## config.mk

```make
export PLATFORM = sky130hd
export DESIGN_NAME = prl_ctrl
export DESIGN_NICKNAME = d
export VERILOG_FILES = /design/src/sv/prl_pkg.sv /design/src/sv/prl_ctrl.sv
export SDC_FILE = /design/constraint.sdc
export NUM_CORES = 1
export LEC_CHECK = 0
export ABC_AREA = 1
export BUFFER_PORTS_ARGS = -buffer_cell sky130_fd_sc_hd__buf_4
export CAP_MARGIN = 5
export CELL_PAD_IN_SITES_DETAIL_PLACEMENT = 1
export CELL_PAD_IN_SITES_GLOBAL_PLACEMENT = 1
export CORE_AREA = 2 2 39 41
export CTS_CLUSTER_SIZE = 14
export DETAILED_ROUTE_END_ITERATION = 6
export DIE_AREA = 0 0 41 43
export GPL_TIMING_DRIVEN = 0
export PLACE_DENSITY = 0.3
export SLEW_MARGIN = 20
export SYNTH_ARGS = -nofsm -noshare
export SYNTH_HDL_FRONTEND = slang
export SYNTH_SLANG_ARGS = --single-unit
```

## constraint.sdc

```tcl
create_clock -name clk -period 1.7 [get_ports clk]
set_clock_uncertainty 0.2 [all_clocks]
set_input_delay 0.34 -clock clk [delete_from_list [all_inputs] [get_ports clk]]
set_output_delay 0.34 -clock clk [all_outputs]
set_load 0.02 [all_outputs]
```

## src/sv/prl_pkg.sv

```systemverilog
// shared types and constants for the per-client rate limiter
// used by prl_ctrl, prl_datapath and per_client_rate_limiter
package prl_pkg;

  localparam int ADDR_W     = 32;
  localparam int TIME_W     = 32;
  localparam int WINDOW_W   = 16;
  localparam int LIMIT_W    = 8;
  localparam int TOTAL_W    = 8;
  localparam int VERDICT_W  = 2;
  localparam int SLOT_W     = 7;
  localparam int CFG_IDX_W  = 4;
  localparam int CFG_DATA_W = 16;

  localparam logic [VERDICT_W-1:0] VERDICT_ALLOWED = 2'd0;
  localparam logic [VERDICT_W-1:0] VERDICT_NO_SLOT = 2'd1;
  localparam logic [VERDICT_W-1:0] VERDICT_BLOCKED = 2'd2;

  localparam logic [CFG_IDX_W-1:0] REG_WINDOW_SECONDS = 4'd0;
  localparam logic [CFG_IDX_W-1:0] REG_MAX_REQUESTS   = 4'd1;

  localparam logic [WINDOW_W-1:0] WINDOW_RESET = 16'd60;
  localparam logic [LIMIT_W-1:0]  LIMIT_RESET  = 8'd30;
  localparam logic [TOTAL_W-1:0]  TOTAL_MAX    = 8'hFF;
  localparam logic [TOTAL_W-1:0]  TOTAL_ONE    = 8'd1;

  typedef struct packed {
    logic [ADDR_W-1:0] client_addr;
    logic [TIME_W-1:0] now_seconds;
  } req_t;

  typedef struct packed {
    logic [VERDICT_W-1:0] verdict;
    logic [SLOT_W-1:0]    slot_index;
  } res_t;

  typedef struct packed {
    logic [ADDR_W-1:0]  addr;
    logic [TIME_W-1:0]  wstart;
    logic [TOTAL_W-1:0] total;
    logic               blocked;
  } entry_t;

  typedef struct packed {
    logic load;
    logic scan;
    logic commit;
  } cmd_t;

  typedef struct packed {
    logic found;
    logic out_full;
  } sts_t;

endpackage

```

## src/sv/prl_ctrl.sv

```systemverilog
// request sequencer for the per-client rate limiter
// depends on prl_pkg (cmd_t, sts_t)
module prl_ctrl (
  input  logic          clk,
  input  logic          rst,
  input  logic          in_valid,
  output logic          in_ready,
  input  prl_pkg::sts_t sts,
  output prl_pkg::cmd_t cmd
);

  localparam logic [1:0] ST_IDLE   = 2'd0;
  localparam logic [1:0] ST_SEARCH = 2'd1;
  localparam logic [1:0] ST_UPDATE = 2'd2;

  logic [1:0] state;
  logic [1:0] state_next;

  always_ff @(posedge clk) begin
    if (rst) begin
      state <= ST_IDLE;
    end else begin
      state <= state_next;
    end
  end

  always_comb begin
    state_next = state;
    cmd        = '0;
    in_ready   = 1'b0;
    unique case (state)
      ST_IDLE: begin
        in_ready = 1'b1;
        if (in_valid) begin
          cmd.load   = 1'b1;
          state_next = ST_SEARCH;
        end
      end
      ST_SEARCH: begin
        cmd.scan = 1'b1;
        if (sts.found) begin
          state_next = ST_UPDATE;
        end
      end
      ST_UPDATE: begin
        if (!sts.out_full) begin
          cmd.commit = 1'b1;
          state_next = ST_IDLE;
        end
      end
      default: begin
        state_next = ST_IDLE;
      end
    endcase
  end

endmodule

```

# --- Word-level counts from Yosys, hierarchy flattened ---
# Cells that the tools add are included.
op_classes:
  eq_ne: 5
  muxes: 10
  reduce_logical: 2
ops:
  columns: ["op", "n"]
  rows:
  - ["two-way mux 1 bit", 6]
  - ["two-way mux 2 bit", 3]
  - ["!= test 2 bit (second input constant)", 3]
  - ["one-hot mux 2 bit (3 select lines)", 1]
  - ["AND reduction 3 bit", 1]
  - ["equality test 2 x 1 -> 1 bit (second input constant)", 1]
  - ["equality test 2 bit (second input constant)", 1]
  - ["logical NOT 2 bit", 1]
totals:
  register_bits: 2
  in_bits: 5
  out_inout_bits: 4
  word_cells: 18

# --- Longest topological paths before layout ---
# Gate-level depths: netlist of run 1.
depth:
  word_depth: 3
  ltp_mapped: 3
  depth_no_buf: 3

# --- Worst setup path after synthesis of run 1 ---
# Ideal clock, no wire load.
synth_path:
  kind: "register to output"
  from: "register state[1]"
  to: "output cmd[0] (netlist name)"
  arrival_ns: 0.888
  required_time_ns: 1.160
  slack_ns: 0.272
  stages_incl_launch_ff: 3
  n_path_buf: 0
  path_cell_list: "dfxtp_1 -> inv_1 -> nor3_1"
synth_rtl:
  columns: ["element", "line_no", "text"]
  rows:
  - ["start: declaration", "prl_ctrl.sv:16", "logic [1:0] state;"]
  - ["start signal: assignment", "prl_ctrl.sv:23", "state <= state_next;"]
  - ["end: declaration", "prl_ctrl.sv:9", "output prl_pkg::cmd_t cmd"]

==> results of run 1 <==
==> per-stage QoR <==
stage	hold WS [ns]	area (um^2)	power, W	util (%)
after floorplan	0.202	104	0.0000755	-
after global placement	0.313	184	0.0000978	13.3
after detailed placement	0.308	184	0.0000972	13.3
after CTS	0.0712	206	0.000207	14.9
after global routing	0.0752	206	0.000210	14.9
final	0.0801	206	0.000199	14.9
==> worst max-delay path: cells and delay by family (launching register included) <==
| family | cells | cell delay, ns |
|---|---|---|
| flip-flops | 1 | 0.38 |
| buffers and inverters | 2 | 0.26 |
| AND/OR/NAND/NOR | 1 | 0.14 |
==> power by group through the flow <==
stage / clock network (W) / logic, W / registers [W]
after detailed placement: 0 / 0.0000425 / 0.0000547
after global placement: 0 / 0.0000427 / 0.0000551
after floorplan: 0 / 0.0000216 / 0.0000539
after CTS: 0.000110 / 0.0000427 / 0.0000542
after global routing: 0.000110 / 0.0000451 / 0.0000547
final: 0.000103 / 0.0000420 / 0.0000541
==> synth_stat cells, drive strengths merged <==
library cell / number
inv: 3
a21oi: 2
dfxtp: 2
nand3: 2
nor2: 2
nand2: 1
nand3b: 1
nor3: 1
==> path summary, 6_finish.rpt <==
kind                            cells past startpoint  startpoint  endpoint
worst max register to register                      3    state[0]  state[0]
worst min-delay path                                2         rst  state[0]
worst min register to register                      2    state[1]  state[1]
worst max-delay path                                3    state[1]    cmd[0]
==> logic make-up after synthesis <==
logic type	synth area share [%]
buffers and inverters	10.8
DFF	38.6
and+or+nand+nor	37.4
AOI/OAI and AO/OA	13.2
==> cell type report <==
cell class	instances	area share, %
Timing Repair Buffer	8	29.1
Sequential cell	2	19.4
Multi-Input combinational cell	9	25.5
Clock buffer	3	10.9
Tap cell	16	9.70
Inverter	3	5.45
==> layer usage <==
metal  part of all wire (%)  vias up
met3                     18        0
met5                      0        -
met4                      0        0
met1                     41       51
met2                     40        8
li1                       -       67
==> flow_summary.toml, run 1 <==
[grt]
gr-usage-met3_pct = 3.66
met1_usage_pct = 4.15
gr-total-overflow = 0
grtUsageTotal_pct = 4.41
grt_pass1_wl_um = 434
busiest_layer = "met4"
gr-usage-met2_pct = 3.75
grt_pass1_vias = 137
grt_max_degree = 6
antenna_found_initial = 0

[pwr]
power_switching_w = 0.0000505
p_clk_share_pct = 51.7
power.density_mw_per_mm2 = 963
seq_power_share_pct = 27.2
vdd_drop_max_mv = 0.158
p_int_w = 0.000148
p_leak_nw = 0.0947
p_sw_share_pct = 25.4
power_frac_comb_pct = 21.1

[finish]
largestRegisters = "state: 2 flops"
largest_reg_flops = 2
drive_gt1_share_pct = 56.0
layout_common_cells = "buf_4 (8), inv_1 (3), clkbuf_4 (3)"
multi_input_area_um2 = 52.6
fill_cells = 166
ff_latch_area_um2 = 40.0
fin_cells = 41
max_flop_register = "state"
final_common_cell = "buf_4"
final_nets = 32
diodes = 0
syn2layout_area_growth_pct = 98.8

[clock_network]
cts_root_buf = "clkbuf_4"
h-tree-depth = 1
cts_buffer_depth = 2
cts_tree = "yes"
cts_buffers = 3
clk_latency_ns = 0.22
cts_hold_buf = 0
clkSinkCount = 2
path_clk_slew_ns = 0.03
cts_resized = 0
cts_setup_buffers = 0

[critical_path]
criticalPathCategory = "flop to primary output"
worstPathArrival_ns = 0.99
cp-end-kind = "primary output"
r2r_slack_ns = 0.75
crit_path_top_delay_cell = "dfxtp_1"
crit_chain = "inv_1, nor3_1, buf_4"
crit_fanout = 4
cp-start-kind = "flop"
critPathMaxStageDelay_ns = 0.38
cp_data_required_time_ns = 1.16

[floorplan]
die_h_um = 43
die_w_um = 41
die_area_mm2 = 0.00176
io_pins = 9
start_util_pct = 7.50
rows = 14
core_area_mm2 = 0.00138

[min_path]
min_path_type = "primary input to flop"

[sta]
max_freq_mhz = 652
slew_violations = 0
period_needed_ns = 1.53
fin_crit_sh_pct = 90.2
maxSlewHeadroom_pct = 88.3
setup_viol = 0
fin_tns_setup_ns = 0
rsz0062_at_grt = "no"
worst_slack_ns = 0.167
finalHoldViolCount = 0
tightest_slew_ns = 0.175

[route]
vias = 126
wl_per_cell_um = 7.56
drt-vias-per-instance = 3.07
drtIter0Drc = 0
antenna_left = 0
routed_wl_um = 310
drc = 0
firstDrtPassIters = 1

[synthesis]
synth_top_area_share_pct = 38.6
synth_seq_cells = 2
avgSynthCellArea_um2 = 7.42
synth_nets = 19
yosysSeqAreaShare_pct = 38.6
synth_area_leaders = "dfxtp_1 (39%), inv_1 (11%), nand3_1 (9.6%)"
synth_top_area_cell = "dfxtp_1"
synth_area_um2 = 104
ys_warn_count = 0
syn_inst = 14
ys_types = 10

[placed_design]
dp_hpwl_um = 244
io_buffers = 8
gp_congestion = 0.603
dp_cells = 38
post-place-ws_ns = 0.376

[run_status]
status = "complete, no violations"

[job]
drv_cap = 0
No activity file was read; power rests on OpenSTA's default activity.
==> inputs of run 2 (changes only) <==
--- a/config.mk
+++ b/config.mk
@@ -16,6 +16,7 @@
 export DIE_AREA = 0 0 41 43
 export GPL_TIMING_DRIVEN = 0
 export PLACE_DENSITY = 0.3
+export SETUP_SLACK_MARGIN = 0.3
 export SLEW_MARGIN = 20
 export SYNTH_ARGS = -nofsm -noshare
 export SYNTH_HDL_FRONTEND = slang
==> flow_summary.toml, run 2 (same netlist as run 1, synthesis figures left out) <==
[run_status]
status = "complete, no violations"

[grt]
gr-usage-met3_pct = 1.57
gr-usage-met2_pct = 5.63
antenna_found_initial = 0
grt_max_degree = 5
busiest_layer = "met4"
grt_pass1_wl_um = 558
grt_pass1_vias = 162
met1_usage_pct = 6.07
gr-total-overflow = 0
grtUsageTotal_pct = 5.21

[critical_path]
cp_data_required_time_ns = 1.16
timing.rr.start = "state[0]"
crit_chain = "nor2_4, nand2_2, inv_2, buf_6"
worstPathArrival_ns = 0.91
cp-end-kind = "primary output"
r2r_cells = 5
crit_buf_inv = 2
cp-start-kind = "flop"
crit_fanout = 4
rr_endpoint = "state[1]"
criticalPathCategory = "flop to primary output"
r2r_slack_ns = 0.63
critPathMaxStageDelay_ns = 0.35
cp_top_family = "flip-flops"
crit_path_top_delay_cell = "dfxtp_4"

[floorplan]
core_area_mm2 = 0.00138
rows = 14
die_h_um = 43
die_w_um = 41
start_util_pct = 7.50
die_area_mm2 = 0.00176
io_pins = 9

[min_path]
min_path_cells = 2
min_path_type = "primary input to flop"
worstHoldStart = "rst"
hold_path_end = "state[0]"

[clock_network]
clk_latency_ns = 0.22
cts_tree = "yes"
cts_buffer_depth = 2
clkSinkCount = 2
cts_buffers = 3
cts_hold_buf = 0
cts_root_buf = "clkbuf_4"
h-tree-depth = 1
path_clk_slew_ns = 0.03

[finish]
ff_latch_area_um2 = 47.5
diodes = 0
final_common_cell = "buf_4"
final_nets = 36
largest_reg_flops = 2
syn2layout_area_growth_pct = 148
drive_gt1_share_pct = 79.3
multi_input_area_um2 = 62.6
max_flop_register = "state"
post-route-util_pct = 18.6
fill_cells = 169
largestRegisters = "state: 2 flops"
layout_common_cells = "buf_4 (11), clkbuf_4 (3), inv_2 (2), nand3_1 (2), dfxtp_4 (2)"

[placed_design]
io_buffers = 8
dp_hpwl_um = 268
gp_congestion = 0.625

[pwr]
seq_power_share_pct = 25.1
finalPower_w = 0.000217
p_leak_nw = 0.118
p_sw_share_pct = 26.6
p_int_w = 0.000159
power.density_mw_per_mm2 = 843
vdd_drop_max_mv = 0.182
p_clk_share_pct = 48.5
power_frac_comb_pct = 26.5
power_switching_w = 0.0000579

[sta]
slew_violations = 0
rsz0062_at_grt = "yes"
setup_viol = 0
fin_tns_setup_ns = 0
max_freq_mhz = 690
period_needed_ns = 1.45
tightest_slew_ns = 0.114
maxSlewHeadroom_pct = 92.3
finalHoldViolCount = 0
fin_crit_sh_pct = 85.3

[route]
drtIter0Drc = 1
firstDrtPassIters = 3
wl_per_cell_um = 7.89
antenna_left = 0
drc = 0
vias = 144
routed_wl_um = 355
drt-vias-per-instance = 3.20

[job]
drv_cap = 0
run 2: timing repair:
| item | 4_1_cts | 5_1_grt |
|---|---|---|
| setup endpoints to repair | 4 | 4 |
| setup buffers | 3 | 1 |
| pin swaps | 3 | 3 |
| resized for setup | 8 | 0 |
| gates cloned | 0 | 0 |
run 2: power groups by stage:
stage	sequential, W	combinational, W	clock, W
after global routing	0.0000550	0.0000630	0.000115
after floorplan	0.0000542	0.0000219	0
after detailed placement	0.0000552	0.0000434	0
after CTS	0.0000546	0.0000556	0.000113
after global placement	0.0000554	0.0000432	0
final	0.0000545	0.0000575	0.000105
run 2: area by class of cell:
type | instances | area share (%)
Multi-Input combinational cell | 9 | 24.3
Clock buffer | 3 | 8.74
Timing Repair Buffer | 12 | 36.4
Inverter | 3 | 4.37
Tap cell | 16 | 7.77
Sequential cell | 2 | 18.4
run 2: worst max-delay path by stage:
| stage | from | to | slack, ns | cells past startpoint |
|---|---|---|---|---|
| 2_1_floorplan | state[0] | cmd[2] | 0.32 | 3 |
| 3_3_place_gp | state[0] | cmd[2] | 0.40 | 4 |
| 3_5_place_dp | state[0] | cmd[2] | 0.39 | 4 |
| 4_1_cts | state[1] | cmd[2] | 0.23 | 4 |
| 5_1_grt | state[1] | cmd[0] | 0.18 | 3 |
| 6_report | state[0] | cmd[2] | 0.25 | 4 |
run 2: metal layers:
layer / wire [um] / part of all wire [%]
met5: 0 / 0
met4: 0 / 0
met3: 29 / 8.2
met2: 183 / 52
met1: 142 / 40
run 2: per-stage QoR:
stage                     hold slack, ns  area (um^2)  instances  setup slack [ns]
final                             0.0709          258         45             0.250
after global routing              0.0654          258         45             0.180
after CTS                         0.0586          250         44             0.233
after detailed placement           0.310          189         38             0.386
after global placement             0.313          189         38             0.398
after floorplan                    0.202          109         14             0.316
